### src/rtl/core/gsfc_pkg.sv
package gsfc_pkg;

  localparam int QDEPTH = 4;
  localparam int QAW    = 2;

  localparam logic [7:0] CRC_POLY      = 8'h31;
  localparam logic [7:0] CRC_INIT      = 8'hFF;
  localparam logic [7:0] UNIT_FIELD    = 8'h0E;
  localparam logic [7:0] NOT_READY_BIT = 8'h01;

  localparam logic [1:0] REQ_TICK  = 2'd0;
  localparam logic [1:0] REQ_BEGIN = 2'd1;
  localparam logic [1:0] REQ_READ  = 2'd2;
  localparam logic [1:0] REQ_BYTE  = 2'd3;

  localparam logic [2:0] ST_OK         = 3'd0;
  localparam logic [2:0] ST_NO_PREHEAT = 3'd1;
  localparam logic [2:0] ST_TOO_SOON   = 3'd2;
  localparam logic [2:0] ST_NOT_READY  = 3'd3;
  localparam logic [2:0] ST_WRONG_UNIT = 3'd4;
  localparam logic [2:0] ST_CRC_BAD    = 3'd5;
  localparam logic [2:0] ST_BEGUN      = 3'd6;

  localparam logic [1:0] CFG_UNIT     = 2'd0;
  localparam logic [1:0] CFG_PREHEAT  = 2'd1;
  localparam logic [1:0] CFG_INTERVAL = 2'd2;
  localparam logic [1:0] CFG_STARTUP  = 2'd3;

  localparam logic KIND_STATUS = 1'b0;
  localparam logic KIND_FRAME  = 1'b1;

  typedef enum logic [1:0] {
    OP_STATUS = 2'd0,
    OP_FRAME  = 2'd1,
    OP_ARM    = 2'd2,
    OP_BYTE   = 2'd3
  } op_t;

  typedef struct packed {
    logic [1:0] req_type;
    logic [7:0] data_byte;
  } in_item_t;

  typedef struct packed {
    logic        kind;
    logic [7:0]  tx_byte;
    logic [2:0]  status;
    logic [23:0] value;
    logic        last;
  } out_item_t;

  typedef struct packed {
    op_t        op;
    logic [2:0] code;
    logic [7:0] data;
  } cmd_t;

  function automatic logic [7:0] crc8_byte(input logic [7:0] c, input logic [7:0] b);
    logic [7:0] r;
    r = c ^ b;
    for (int i = 0; i < 8; i++) begin
      r = r[7] ? ((r << 1) ^ CRC_POLY) : (r << 1);
    end
    return r;
  endfunction

  function automatic logic [7:0] unit_byte(input logic [2:0] unit);
    return {4'b0000, unit, 1'b0};
  endfunction

endpackage

### src/rtl/core/gsfc_front.sv
module gsfc_front
  import gsfc_pkg::*;
#(
  parameter int TIME_WIDTH = 32
) (
  input  logic      clk,
  input  logic      rst_n,
  input  logic      in_valid,
  input  in_item_t  in_data,
  output logic      in_stall,
  input  logic [19:0] preheat_ticks,
  input  logic [15:0] interval_ticks,
  input  logic [15:0] startup_extra_ticks,
  input  logic      q_full,
  output logic      q_push,
  output cmd_t      q_cmd
);

  logic [TIME_WIDTH-1:0] uptime_r, uptime_nxt;
  logic [TIME_WIDTH-1:0] last_start_r, last_start_nxt;
  logic                  started_r, started_nxt;
  logic [TIME_WIDTH-1:0] diff;
  logic                  acc;
  logic                  no_preheat, too_soon;

  assign in_stall = q_full;
  assign acc      = in_valid && !q_full;

  assign diff       = uptime_r - last_start_r;
  assign no_preheat = uptime_r <= TIME_WIDTH'(preheat_ticks);
  assign too_soon   = !started_r || diff[TIME_WIDTH-1] ||
                      (diff < TIME_WIDTH'(interval_ticks));

  always_comb begin
    uptime_nxt     = uptime_r;
    last_start_nxt = last_start_r;
    started_nxt    = started_r;
    q_push         = 1'b0;
    q_cmd.op       = OP_STATUS;
    q_cmd.code     = ST_OK;
    q_cmd.data     = in_data.data_byte;
    if (acc) begin
      case (in_data.req_type)
        REQ_TICK: begin
          uptime_nxt = uptime_r + TIME_WIDTH'(1);
        end
        REQ_BEGIN: begin
          q_push = 1'b1;
          if (started_r) begin
            q_cmd.code = ST_BEGUN;
          end else begin
            q_cmd.op       = OP_FRAME;
            started_nxt    = 1'b1;
            last_start_nxt = uptime_r + TIME_WIDTH'(startup_extra_ticks);
          end
        end
        REQ_READ: begin
          q_push = 1'b1;
          if (no_preheat) begin
            q_cmd.code = ST_NO_PREHEAT;
          end else if (too_soon) begin
            q_cmd.code = ST_TOO_SOON;
          end else begin
            q_cmd.op       = OP_ARM;
            last_start_nxt = uptime_r;
          end
        end
        default: begin
          q_push   = 1'b1;
          q_cmd.op = OP_BYTE;
        end
      endcase
    end
  end

  always_ff @(posedge clk) begin
    if (!rst_n) begin
      uptime_r     <= '0;
      last_start_r <= '0;
      started_r    <= 1'b0;
    end else begin
      uptime_r     <= uptime_nxt;
      last_start_r <= last_start_nxt;
      started_r    <= started_nxt;
    end
  end

endmodule

### src/rtl/core/gsfc_cmd_fifo.sv
module gsfc_cmd_fifo
  import gsfc_pkg::*;
(
  input  logic clk,
  input  logic rst_n,
  input  logic push,
  input  cmd_t push_cmd,
  output logic full,
  input  logic pop,
  output logic head_valid,
  output cmd_t head_cmd
);

  cmd_t           mem_r [QDEPTH];
  logic [QAW-1:0] wr_ptr_r, rd_ptr_r;
  logic [QAW:0]   count_r;

  assign full       = count_r == (QAW+1)'(QDEPTH);
  assign head_valid = count_r != '0;
  assign head_cmd   = mem_r[rd_ptr_r];

  always_ff @(posedge clk) begin
    if (push) begin
      mem_r[wr_ptr_r] <= push_cmd;
    end
  end

  always_ff @(posedge clk) begin
    if (!rst_n) begin
      wr_ptr_r <= '0;
      rd_ptr_r <= '0;
      count_r  <= '0;
    end else begin
      if (push) begin
        wr_ptr_r <= wr_ptr_r + QAW'(1);
      end
      if (pop) begin
        rd_ptr_r <= rd_ptr_r + QAW'(1);
      end
      case ({push, pop})
        2'b10:   count_r <= count_r + (QAW+1)'(1);
        2'b01:   count_r <= count_r - (QAW+1)'(1);
        default: count_r <= count_r;
      endcase
    end
  end

endmodule

### src/rtl/core/gsfc_back.sv
module gsfc_back
  import gsfc_pkg::*;
(
  input  logic       clk,
  input  logic       rst_n,
  input  logic [2:0] unit_code,
  input  logic       head_valid,
  input  cmd_t       head_cmd,
  output logic       pop,
  output logic       out_valid,
  output out_item_t  out_data,
  input  logic       out_stall
);

  logic       out_valid_r, out_valid_nxt;
  out_item_t  out_r, out_nxt;
  logic       awaiting_r, awaiting_nxt;
  logic [2:0] idx_r, idx_nxt;
  logic [7:0] crc_r, crc_nxt;
  logic [7:0] sbyte_r, sbyte_nxt;
  logic [23:0] value_r, value_nxt;
  logic [2:0] fidx_r, fidx_nxt;
  logic [7:0] fcrc_r, fcrc_nxt;
  logic       can_load, load;
  logic [7:0] u, nu, fbyte;
  logic [2:0] st;

  assign out_valid = out_valid_r;
  assign out_data  = out_r;
  assign can_load  = !out_valid_r || !out_stall;

  assign u  = unit_byte(unit_code);
  assign nu = ~u;

  always_comb begin
    case (fidx_r)
      3'd0, 3'd2: fbyte = u;
      3'd1, 3'd3: fbyte = nu;
      default:    fbyte = fcrc_r;
    endcase
  end

  always_comb begin
    if (sbyte_r[0]) begin
      st = ST_NOT_READY;
    end else if ((sbyte_r & UNIT_FIELD) != u) begin
      st = ST_WRONG_UNIT;
    end else if (crc_r != head_cmd.data) begin
      st = ST_CRC_BAD;
    end else begin
      st = ST_OK;
    end
  end

  always_comb begin
    pop          = 1'b0;
    load         = 1'b0;
    out_nxt      = out_r;
    awaiting_nxt = awaiting_r;
    idx_nxt      = idx_r;
    crc_nxt      = crc_r;
    sbyte_nxt    = sbyte_r;
    value_nxt    = value_r;
    fidx_nxt     = fidx_r;
    fcrc_nxt     = fcrc_r;
    if (head_valid) begin
      case (head_cmd.op)
        OP_STATUS: begin
          if (can_load) begin
            load    = 1'b1;
            pop     = 1'b1;
            out_nxt = '{kind: KIND_STATUS, tx_byte: 8'h00, status: head_cmd.code,
                        value: 24'h0, last: 1'b1};
          end
        end
        OP_FRAME: begin
          if (can_load) begin
            load     = 1'b1;
            out_nxt  = '{kind: KIND_FRAME, tx_byte: fbyte, status: ST_OK,
                         value: 24'h0, last: fidx_r == 3'd4};
            fcrc_nxt = crc8_byte((fidx_r == 3'd0) ? CRC_INIT : fcrc_r, fbyte);
            fidx_nxt = fidx_r + 3'd1;
            if (fidx_r == 3'd4) begin
              pop      = 1'b1;
              fidx_nxt = 3'd0;
            end
          end
        end
        OP_ARM: begin
          pop          = 1'b1;
          awaiting_nxt = 1'b1;
          idx_nxt      = 3'd0;
          crc_nxt      = CRC_INIT;
          sbyte_nxt    = 8'h00;
          value_nxt    = 24'h0;
        end
        default: begin
          if (!awaiting_r) begin
            pop = 1'b1;
          end else if (idx_r != 3'd4) begin
            pop     = 1'b1;
            idx_nxt = idx_r + 3'd1;
            crc_nxt = crc8_byte(crc_r, head_cmd.data);
            if (idx_r == 3'd0) begin
              sbyte_nxt = head_cmd.data;
            end else begin
              value_nxt = {value_r[15:0], head_cmd.data};
            end
          end else if (can_load) begin
            pop          = 1'b1;
            load         = 1'b1;
            awaiting_nxt = 1'b0;
            idx_nxt      = 3'd0;
            out_nxt      = '{kind: KIND_STATUS, tx_byte: 8'h00, status: st,
                             value: (st == ST_OK) ? value_r : 24'h0, last: 1'b1};
          end
        end
      endcase
    end
  end

  assign out_valid_nxt = load ? 1'b1 : (out_valid_r && out_stall);

  always_ff @(posedge clk) begin
    out_r   <= out_nxt;
    sbyte_r <= sbyte_nxt;
    value_r <= value_nxt;
    fcrc_r  <= fcrc_nxt;
    crc_r   <= crc_nxt;
  end

  always_ff @(posedge clk) begin
    if (!rst_n) begin
      out_valid_r <= 1'b0;
      awaiting_r  <= 1'b0;
      idx_r       <= 3'd0;
      fidx_r      <= 3'd0;
    end else begin
      out_valid_r <= out_valid_nxt;
      awaiting_r  <= awaiting_nxt;
      idx_r       <= idx_nxt;
      fidx_r      <= fidx_nxt;
    end
  end

endmodule

### src/rtl/core/gas_sensor_frame_checker_top.sv
// channel  ports                               direction
// in       in_valid, in_stall, in_data          requests and response bytes in
// out      out_valid, out_stall, out_data       transmit bytes and status out
// cfg      cfg_we, cfg_idx, cfg_wdata           register writes
// The front end takes one transaction per cycle while its 4-entry queue has room.
// Back end: one result per cycle unless stalled; a first begin emits a 5-byte frame.
// Back-end frame and response CRCs take one byte per cycle; out_stall holds the frame.
// rst_n is synchronous; config and control registers reset, data registers do not.
// in_stall rises only when the queue is full; out_stall holds output and new loads.
module gas_sensor_frame_checker_top
  import gsfc_pkg::*;
#(
  parameter int TIME_WIDTH = 32
) (
  input  logic        clk,
  input  logic        rst_n,
  input  logic        in_valid,
  input  in_item_t    in_data,
  output logic        in_stall,
  output logic        out_valid,
  output out_item_t   out_data,
  input  logic        out_stall,
  input  logic        cfg_we,
  input  logic [1:0]  cfg_idx,
  input  logic [19:0] cfg_wdata
);

  logic [2:0]  unit_code_r;
  logic [19:0] preheat_r;
  logic [15:0] interval_r;
  logic [15:0] startup_r;

  logic q_full, q_push, q_pop, q_head_valid;
  cmd_t q_cmd, q_head;

  always_ff @(posedge clk) begin
    if (!rst_n) begin
      unit_code_r <= 3'd0;
      preheat_r   <= 20'd120000;
      interval_r  <= 16'd1500;
      startup_r   <= 16'd500;
    end else if (cfg_we) begin
      case (cfg_idx)
        CFG_UNIT:     unit_code_r <= cfg_wdata[2:0];
        CFG_PREHEAT:  preheat_r   <= cfg_wdata;
        CFG_INTERVAL: interval_r  <= cfg_wdata[15:0];
        default:      startup_r   <= cfg_wdata[15:0];
      endcase
    end
  end

  gsfc_front #(.TIME_WIDTH(TIME_WIDTH)) u_front (
    .clk                (clk),
    .rst_n              (rst_n),
    .in_valid           (in_valid),
    .in_data            (in_data),
    .in_stall           (in_stall),
    .preheat_ticks      (preheat_r),
    .interval_ticks     (interval_r),
    .startup_extra_ticks(startup_r),
    .q_full             (q_full),
    .q_push             (q_push),
    .q_cmd              (q_cmd)
  );

  gsfc_cmd_fifo u_fifo (
    .clk       (clk),
    .rst_n     (rst_n),
    .push      (q_push),
    .push_cmd  (q_cmd),
    .full      (q_full),
    .pop       (q_pop),
    .head_valid(q_head_valid),
    .head_cmd  (q_head)
  );

  gsfc_back u_back (
    .clk       (clk),
    .rst_n     (rst_n),
    .unit_code (unit_code_r),
    .head_valid(q_head_valid),
    .head_cmd  (q_head),
    .pop       (q_pop),
    .out_valid (out_valid),
    .out_data  (out_data),
    .out_stall (out_stall)
  );

endmodule

### config.mk
export PLATFORM = sky130hd
export DESIGN_NAME = gas_sensor_frame_checker_top
export DESIGN_NICKNAME = d
export VERILOG_FILES = /design/src/rtl/core/gsfc_pkg.sv /design/src/rtl/core/gsfc_front.sv /design/src/rtl/core/gsfc_cmd_fifo.sv /design/src/rtl/core/gsfc_back.sv /design/src/rtl/core/gas_sensor_frame_checker_top.sv
export SDC_FILE = /design/constraint.sdc
export NUM_CORES = 1
export LEC_CHECK = 0
export BUFFER_PORTS_ARGS = -buffer_cell sky130_fd_sc_hd__buf_2
export CORE_ASPECT_RATIO = 0.6
export CORE_MARGIN = 5
export CORE_UTILIZATION = 45
export CTS_BUF_LIST = sky130_fd_sc_hd__clkbuf_4 sky130_fd_sc_hd__clkbuf_8
export CTS_CLUSTER_DIAMETER = 30
export CTS_CLUSTER_SIZE = 16
export DETAILED_ROUTE_END_ITERATION = 10
export MAX_ROUTING_LAYER = met4
export PLACE_DENSITY_LB_ADDON = 0.15
export REMOVE_ABC_BUFFERS = 1
export SLEW_MARGIN = 20
export SYNTH_ARGS = -nofsm -noshare
export SYNTH_HDL_FRONTEND = slang
export SYNTH_HIERARCHICAL = 1
export SYNTH_SLANG_ARGS = --single-unit
### constraint.sdc
create_clock -name clk -period 5.14 [get_ports clk]
set_clock_uncertainty 0.05 [all_clocks]
set_input_delay 1.028 -clock clk [delete_from_list [all_inputs] [get_ports clk]]
set_output_delay 1.028 -clock clk [all_outputs]
set_load 0.03 [all_outputs]
* After elaboration in Yosys (flattened, before gate mapping)
Memories as Yosys holds them, arrays and structs flattened. A register that Yosys moved wholly into a read port is not among the register bits.
Cells that the tools add are included.
** Word-level totals
- Memories kept :: 1
- Bits in writable memories :: 52
- Input port bits :: 37
- Output and inout port bits :: 39
- Register bits :: 216
- Word-level logic and storage cells :: 200
** Operators by class
- Add/sub/neg operators :: 9
- Mux-type cells :: 80
- Bitwise operators :: 22
- Eq/ne operators :: 21
- Order comparisons :: 2
- Reduce and logical (&&, ||, !) cells :: 41
** Memories
- u_fifo.mem_r :: words 4, bits a word 13, read ports 1, clocked after memory_dff 1, write ports 1, RTL line gsfc_cmd_fifo.sv:14 : cmd_t mem_r [QDEPTH];
** Operator list (count)
- two-way mux 37 bit :: 5
- case mux 37 bit (3 select lines) :: 1
- two-way mux 24 bit :: 4
- two-way mux 32 bit :: 3
- two-way mux 6 bit :: 16
- case mux 32 bit (2 select lines) :: 1
- inverter 3 bit :: 16
- case mux 24 bit (2 select lines) :: 1
- adder 32 x 1 -> 32 bit, second input constant :: 1
- adder 32 x 16 -> 32 bit :: 1
- <= comparator 32 x 20 -> 1 bit :: 1
- less-than comparator 32 x 16 -> 1 bit :: 1
- case mux 8 bit (2 select lines) :: 2
- subtractor 32 bit :: 1
- two-way mux 3 bit :: 9
- two-way mux 8 bit :: 3
- AND reduction 5 bit :: 4
- two-way mux 1 bit :: 18
- case mux 3 bit (2 select lines) :: 3
- bitwise XOR 8 bit :: 2
- AND reduction 2 bit :: 7
- two-way mux 4 bit :: 3
- two-way mux 2 bit :: 5
- nonzero test 2 bit :: 5
- other kinds (29) :: 62

* Logic depth before layout (Yosys ltp)
Gate-level depths: netlist (run 1).
- Depth after elaboration :: 20
- Gate-level depth with buffers :: 23
- Gate-level depth less buffers :: 21

* Cells and area by module
The synthesis (run 1) kept the hierarchy.
** By module, submodules not included
- gsfc_front :: cells an instance 963, area each 7231.9 um^2, instances 1, seq. area each 1301.2 um^2
- gsfc_back :: cells an instance 316, area each 4027.6 um^2, instances 1, seq. area each 2592.5 um^2
- gsfc_cmd_fifo :: cells an instance 109, area each 2324.7 um^2, instances 1, seq. area each 1741.7 um^2
- gas_sensor_frame_checker_top :: cells an instance 216, area each 2200.9 um^2, instances 1, seq. area each 1101.1 um^2

* Worst setup path after synthesis (run 1)
Ideal clock, no wire load.
- Kind :: register -> register
- Start :: reg u_front.uptime_r[0]
- End :: mem u_fifo/mem_r[0][12] (netlist bit) (data pin)
- Path buffers :: 1
- Stages on the path, launching flop included :: 21
- Slack :: 0.979 ns
- Data required time :: 4.825 ns
- Library setup time :: 0.265 ns
- Arrival :: 3.846 ns
- Period minus slack after synthesis :: 4.161 ns
- Cells stage by stage :: dfxtp_1 > inv_1 > ha_1 > fa_1 > nand2b_1 > a211oi_1 > o21ai_1 > nand2_1 > xor2_1 > ha_1 > a21oi_1 > nand2_1 > a22oi_1 > o211ai_1 > nor4_1 > o2111ai_1 > and4bb_1 > nand4_1 > buf_2 > a31oi_1 > nor2_1
** RTL lines
- start: declaration :: RTL line gsfc_front.sv:19 : logic [TIME_WIDTH-1:0] uptime_r, uptime_nxt;
- start signal: assignment :: RTL line gsfc_front.sv:82 : uptime_r <= uptime_nxt;
- end: declaration :: RTL line gsfc_cmd_fifo.sv:14

==> results.json, run 1 <==
{
  "status": "complete, no violations",
  "power_density_nw_per_um2": 428,
  "critPathKind": "register to register",
  "portBuffers": 75,
  "dp_hpwl_mm": 30.5,
  "clock.fmax_ghz": 0.207,
  "cp-end-kind": "register",
  "synthArstFlopShare_pct": 0,
  "synthTopCellsByArea": "edfxtp_1, dfxtp_1, ha_1",
  "p_total_w": 0.00756,
  "clk_pin_slew_worst_paths_ns": 0.07,
  "synth_common_cells": "nand2_1, dfxtp_1, edfxtp_1, inv_1, ha_1",
  "cap_violations": 0,
  "via_per_inst": 5.47,
  "cts_num_sinks": 270,
  "fp.dieArea_sq_um": 39000,
  "hp-class": "register to register",
  "synth_top_area_cell": "edfxtp_1",
  "cts_hold_buffers": 0,
  "timing.final.crit_share_pct": 94.0,
  "cp-endpoint": "u_fifo/mem_r[2][9]",
  "antenna_found_initial": 1,
  "grt_usage_pct": 21.5,
  "hold_viol": 0,
  "slew_viol_final": 0,
  "overflow": 0,
  "drt-total-wl_mm": 41.2,
  "yosysWarnings": 6,
  "via_count": 11900,
  "ant_nets": 0,
  "rsz0062_at_grt": "false",
  "cts_made_buffers": 50,
  "r2r-start": "u_front/uptime_r[7]",
  "seqCellArea_sq_um": 6740,
  "fillers": 3290,
  "worstMarginPinSlew_ns": 0.952,
  "syn_inst": 1604,
  "multi_input_area_sq_um": 8190,
  "io_pins": 76,
  "fp.coreArea_sq_um": 34800,
  "cts_buffer_depth": 3,
  "dr.pass1.iters": 5,
  "fp.dieW_um": 252,
  "wl_per_cell_um": 18.9,
  "final.min_clock_period_ns": 4.83,
  "finalHoldWorstSlack_ns": 0.407,
  "std_cell_rows": 53,
  "drt_iter0_drc": 986,
  "synth_ff_type": "dfxtp_1",
  "required_ns": 5.42,
  "yosysTopAreaCellShare_pct": 25.3,
  "synth-edff-count": 133,
  "area_growth_syn_to_layout_pct": 12.0,
  "drive_above_1_share_pct": 14.8,
  "ys_ff_latch": 270,
  "startpoint_type": "register",
  "synthesis.area_sq_um": 15800,
  "cts_tree": "done",
  "synth_cell_types": 85,
  "grt_pass1_vias": 11300,
  "die_y_um": 155,
  "gp_congestion": 0.924,
  "p_leak_nw": 7.14,
  "slew_headroom_pct": 36.2,
  "crit_fanout": 30,
  "grt_pass1_wl_mm": 65.2,
  "finalSetupViolations": 0,
  "reg2reg_to": "u_fifo/mem_r[2][9]",
  "yosysSeqAreaShare_pct": 42.7,
  "initial_core_util_pct": 45.3,
  "grt_max_degree": 55,
  "worstRegToRegCells": 19,
  "regToRegSetupSlack_ns": 0.31,
  "drc_errors": 0,
  "yosysMostFrequentCell": "nand2_1",
  "cp-startpoint": "u_front/uptime_r[7]",
  "vdd_drop_max_mv": 0.289,
  "clockRootBuffer": "clkbuf_8",
  "clkLatencyLatePin_ns": 0.59,
  "avgSynthCellArea_sq_um": 9.84,
  "h-tree-depth": 2,
  "cp.arrival_ns": 5.11,
  "fin_nets": 1807
}
worst max-delay path: stages, from the launching register on:
cell,delay [ns]
dfxtp_1,0.49
ha_1,0.36
a21o_1,0.25
a221oi_2,0.40
or3_1,0.18
and3_1,0.24
o21bai_1,0.08
a21oi_1,0.18
xnor2_1,0.09
ha_1,0.31
nand4_1,0.15
nor3_1,0.21
o21ai_0,0.21
nor4bb_1,0.19
o2111ai_1,0.09
and4bb_1,0.21
nand4_1,0.15
buf_6,0.31
a21boi_0,0.14
o211a_1,0.26
registers in the layout (all words and copies together), names as in the netlist, 3 cells and up, named ones only:
name and cells:
u_fifo/count_r 3, u_fifo/mem_r 52, u_back/fcrc_r 8, interval_r 16, startup_r 16, u_front/last_start_r 32, unit_code_r 3, u_back/out_data 37
u_back/crc_r 8, u_back/value_r 24, u_back/idx_r 3, u_back/fidx_r 3, u_back/sbyte_r 4, u_front/uptime_r 32, preheat_r 20
what timing repair did:
action | 4_1_cts | 5_1_grt
buffers inserted | 0 | 0
setup endpoints to repair | 0 | 40
resized for setup | 0 | 6
power by group:
group          internal (W)  total (W)  switching (W)
Sequential          0.00270    0.00283       0.000139
Clock               0.00137    0.00242        0.00104
Combinational      0.000888    0.00231        0.00142
cells in the final DEF (no fill, tap or decap), types with 13 or more instances in the layout:
cell type | Yosys | routed
a211oi_1 | 45 | 43
o21a_1 | 13 | 13
nor2_1 | 94 | 94
clkbuf_8 | 0 | 53
nor2b_1 | 58 | 57
buf_2 | 24 | 74
a211oi_2 | 23 | 24
a21o_1 | 16 | 16
xnor2_1 | 66 | 66
o21ai_0 | 46 | 46
mux2i_1 | 60 | 60
buf_4 | 20 | 26
nand4_1 | 24 | 24
and2_1 | 43 | 43
dfxtp_1 | 137 | 136
ha_1 | 96 | 96
xor2_1 | 49 | 49
nor3_1 | 26 | 26
a21oi_1 | 91 | 90
or3_1 | 21 | 21
inv_1 | 104 | 104
nand2_1 | 162 | 162
nand3_1 | 32 | 32
edfxtp_1 | 133 | 133
worst min-delay path by stage:
stage                       startpoint  slack, ns                       to  cells past startpoint
3_5_place_dp              preheat_r[9]       0.40             preheat_r[9]                      2
5_1_grt        u_front/last_start_r[7]       0.43  u_front/last_start_r[7]                      2
6_report                interval_r[11]       0.41           interval_r[11]                      2
2_1_floorplan           interval_r[12]       0.38           interval_r[12]                      2
3_3_place_gp             preheat_r[18]       0.39            preheat_r[18]                      2
4_1_cts                  preheat_r[11]       0.41            preheat_r[11]                      2
routing by layer:
layer	routed length [um]	vias to the layer above	global-route usage, %
li1	-	5854	-
met1	22000	5708	34.4
met2	15800	317	27.6
met3	2690	56	3.89
met4	745	0	5.14
met5	0	-	-
layout make-up:
class	instances	area share, %
clock buffers	55	4.21
repair buffers	101	3.26
multi-input cells	1139	46.3
diodes	1	0.0141
well taps	467	3.30
clock inverters	38	2.48
flip-flops and latches	270	38.1
inverters	109	2.31
through the flow:
| stage | instances | instance area (sq um) | setup WS, ns | util, % | TNS [ns] |
|---|---|---|---|---|---|
| finish | 2180 | 17700 | 0.309 | 50.8 | 0 |
| global route | 2179 | 17700 | 0.0338 | 50.8 | 0 |
| CTS | 2179 | 17700 | 0.0862 | 50.7 | 0 |
| detailed placement | 2086 | 16500 | 0.135 | 47.3 | 0 |
| global placement | 2086 | 16500 | 0.246 | 47.3 | 0 |
| floorplan | 1518 | 15300 | -0.321 | - | -7.66 |
kinds of logic after synthesis:
kind of cell / count (synthesis) / synth area share [%]
xor gates and xnor gates: 118 / 6.74
AOI/OAI and AO/OA: 320 / 14.0
and+or+nand+nor: 526 / 17.0
buffers and inverters: 195 / 5.64
DFF: 270 / 42.7
adders and majority gates: 99 / 7.99
muxes: 76 / 5.94
(Power assumes the default switching activity.)
==> inputs of run 2 (changes only) <==
Settings changed: ABC_AREA set to 1, CORE_ASPECT_RATIO 0.6 to not set.
==> run 2 against run 1 <==
Cell area rose by 6.7%. Critical endpoint is now u_front/last_start_r[17]. Synthesized cell count up 44%. Fmax up 14%. Register-to-register slack gained 0.59 ns. Die area increased by 5.8%. Utilization increased by 0.49 points. Largest power group is now combinational logic. Count of clock-buffer cells in the layout is 26 higher. Non-clock buffer count decreased by 15. Synthesized area grew 6.5%. Global-route usage decreased by 0.20 points.
==> results.json, run 2 <==
{
  "fin_nets": 2541,
  "dp_hpwl_mm": 32.4,
  "synthesis.area_sq_um": 16800,
  "synth_top_area_cell": "edfxtp_1",
  "cp_num_buf_inv": 3,
  "fp.coreArea_sq_um": 36800,
  "slew_viol_final": 0,
  "final_cell_mix": "nand2_1, inv_1, nor2_1",
  "area_growth_syn_to_layout_pct": 12.2,
  "initial_core_util_pct": 45.7,
  "clkLatencyLatePin_ns": 0.60,
  "finalSetupTns_ns": 0,
  "synth_common_cells": "nand2_1, inv_1, nor2_1, nand3_1, dfxtp_1",
  "drt_iter0_drc": 829,
  "cpMostUsedCell": "nand2_1",
  "rsz0062_at_grt": "false",
  "drive_above_1_share_pct": 11.4,
  "synth_cell_types": 56,
  "p_leak_nw": 9.04,
  "fp.dieW_um": 203,
  "cts_num_sinks": 270,
  "timing.final.crit_share_pct": 82.6,
  "clk_pin_slew_worst_paths_ns": 0.06,
  "finalSetupViolations": 0,
  "via_count": 14600,
  "required_ns": 5.61,
  "wl_per_cell_um": 14.6,
  "yosysWarnings": 6,
  "largest_reg_flops": 52,
  "grt_usage_pct": 21.3,
  "cts_tree": "done",
  "synth-edff-count": 133,
  "syn_inst": 2312,
  "h-tree-depth": 3,
  "final_area_sq_um": 18900,
  "crit_cells": 26,
  "cap_violations": 0,
  "cts_buffer_depth": 3,
  "final_common_cell": "nand2_1",
  "hold_viol": 0,
  "ys_ff_latch": 270,
  "cp-endpoint": "u_front/last_start_r[17]",
  "drt-total-wl_mm": 42.7,
  "regToRegSetupSlack_ns": 0.90,
  "clock.fmax_ghz": 0.236,
  "power_density_nw_per_um2": 471,
  "cts_made_buffers": 66,
  "cpMaxStageDelayCell": "nand2_2",
  "cp-end-kind": "register",
  "cp-startpoint": "u_front/uptime_r[0]",
  "dpl_cell_area_sq_um": 17500,
  "reg2reg_to": "u_front/last_start_r[17]",
  "startpoint_type": "register",
  "worstMarginPinSlew_ns": 1.05,
  "critPathKind": "register to register",
  "post-cts-setup-buffers": 0,
  "die_y_um": 203,
  "grt_pass1_wl_mm": 70.1,
  "slew_headroom_pct": 29.6,
  "vdd_drop_max_mv": 0.261,
  "synth_ff_type": "dfxtp_1",
  "cpLargestDelayFamily": "simple AND/OR/NAND/NOR gates",
  "antenna_found_initial": 0,
  "antenna_cells": 0,
  "via_per_inst": 5.00,
  "portBuffers": 75,
  "std_cell_rows": 70,
  "cts_resized": 0,
  "yosysSeqAreaShare_pct": 40.1,
  "max_flop_register": "u_fifo/mem_r",
  "cts_hold_buffers": 0,
  "dr.pass1.iters": 5,
  "drc_errors": 0,
  "cp.arrival_ns": 4.72,
  "clockRootBuffer": "clkbuf_8",
  "crit_fanout": 40,
  "final.min_clock_period_ns": 4.24,
  "gp_congestion": 0.954,
  "yosysTopAreaCellShare_pct": 23.8,
  "io_pins": 76,
  "grt_pass1_vias": 14200,
  "overflow": 0,
  "ant_nets": 0,
  "worstRegToRegCells": 26,
  "synthArstFlopShare_pct": 0,
  "avgSynthCellArea_sq_um": 7.27,
  "status": "complete, no violations",
  "slowest_delay_ns": 0.45,
  "grt_max_degree": 62,
  "synthTopCellsByArea": "edfxtp_1, dfxtp_1, nand2_1",
  "yosysMostFrequentCell": "nand2_1",
  "hp-class": "register to register",
  "r2r-start": "u_front/uptime_r[0]",
  "fp.dieArea_sq_um": 41300
}
[run 2: changes by cell type in the layout (fill, tap and decap cells not counted), moves of 40 or more]
cell	before	now
inv_1	104	375
nand2_1	162	598
nor2b_1	57	0
xnor2_1	66	13
nand3_1	32	141
and2_1	43	3
mux2i_1	60	0
nor2_1	94	307
[run 2: cell type report]
cell class	instances	area (sq um)
Fill cell	3637	17900
Multi-Input combinational cell	1590	8230
Sequential cell	270	6740
Inverter	391	1480
Clock buffer	81	1050
Tap cell	468	586
Timing Repair Buffer	86	460
Clock inverter	31	334
[run 2: worst min-delay path by stage]
stage | startpoint | to | slack, ns | depth (start not counted)
2_1_floorplan | u_fifo/rd_ptr_r[1] | register | 0.36 | 1
3_3_place_gp | u_fifo/rd_ptr_r[1] | u_fifo/rd_ptr_r[1] | 0.39 | 1
3_5_place_dp | u_fifo/rd_ptr_r[1] | u_fifo/rd_ptr_r[1] | 0.39 | 1
5_1_grt | u_fifo/rd_ptr_r[1] | u_fifo/rd_ptr_r[1] | 0.43 | 1
6_report | u_fifo/rd_ptr_r[1] | u_fifo/rd_ptr_r[1] | 0.41 | 1
4_1_cts | u_fifo/rd_ptr_r[1] | u_fifo/rd_ptr_r[1] | 0.41 | 1
[run 2: worst reg2reg max path, stage by stage, from the launching register on]
cell and delay (ns):
dfxtp_1 0.36, inv_1 0.13, ha_1 0.25, fa_1 0.40, inv_1 0.14, nand2_1 0.06, nand2_1 0.08, nand3_1 0.09
nand2_2 0.13, nand2_1 0.06, nand2_1 0.09, xor2_1 0.07, ha_1 0.18, a21oi_1 0.12, nor2_1 0.05, a211oi_1 0.20
nand3_1 0.11, nor2_1 0.09, nand3_1 0.08, nor2_1 0.09, nand3_1 0.11, nand2_2 0.10, nand2_2 0.45, buf_4 0.43
nand3_2 0.07, nand2_1 0.05, nor2_1 0.12
[run 2: metrics by stage]
stage | hold slack, ns | setup WS [ns] | power, W | std cells | util (%)
after detailed placement | 0.388 | 0.945 | 0.00626 | 2805 | 47.5
after global routing | 0.430 | 0.381 | 0.00950 | 2917 | 51.3
final | 0.407 | 0.896 | 0.00889 | 2917 | 51.3
after floorplan | 0.362 | 0.235 | 0.00540 | 2251 | -
after global placement | 0.387 | 1.04 | 0.00618 | 2805 | 47.5
after CTS | 0.405 | 0.904 | 0.00899 | 2917 | 51.3
[run 2: power by group]
group / total, W / internal (W) / switching [W]
clock network: 0.00269 / 0.00166 / 0.00103
logic: 0.00314 / 0.000975 / 0.00217
registers: 0.00306 / 0.00287 / 0.000190
[run 2: layer usage]
layer / GRT usage [%] / part of all wire [%]
met5: - / 0
met2: 35.6 / 48
met3: 3.67 / 4.4
met1: 26.3 / 45
met4: 7.42 / 2.8
[run 2: logic make-up (layout without fill, tap and decap cells)]
kind of cell | after synthesis | in the layout | synth area share [%]
simple gates | 1172 | 1172 | 29.7
buf+inv | 452 | 589 | 11.1
compound gates | 262 | 262 | 8.50
xor+xnor | 57 | 57 | 3.10
flops | 270 | 270 | 40.1
fa+ha+maj | 99 | 99 | 7.50
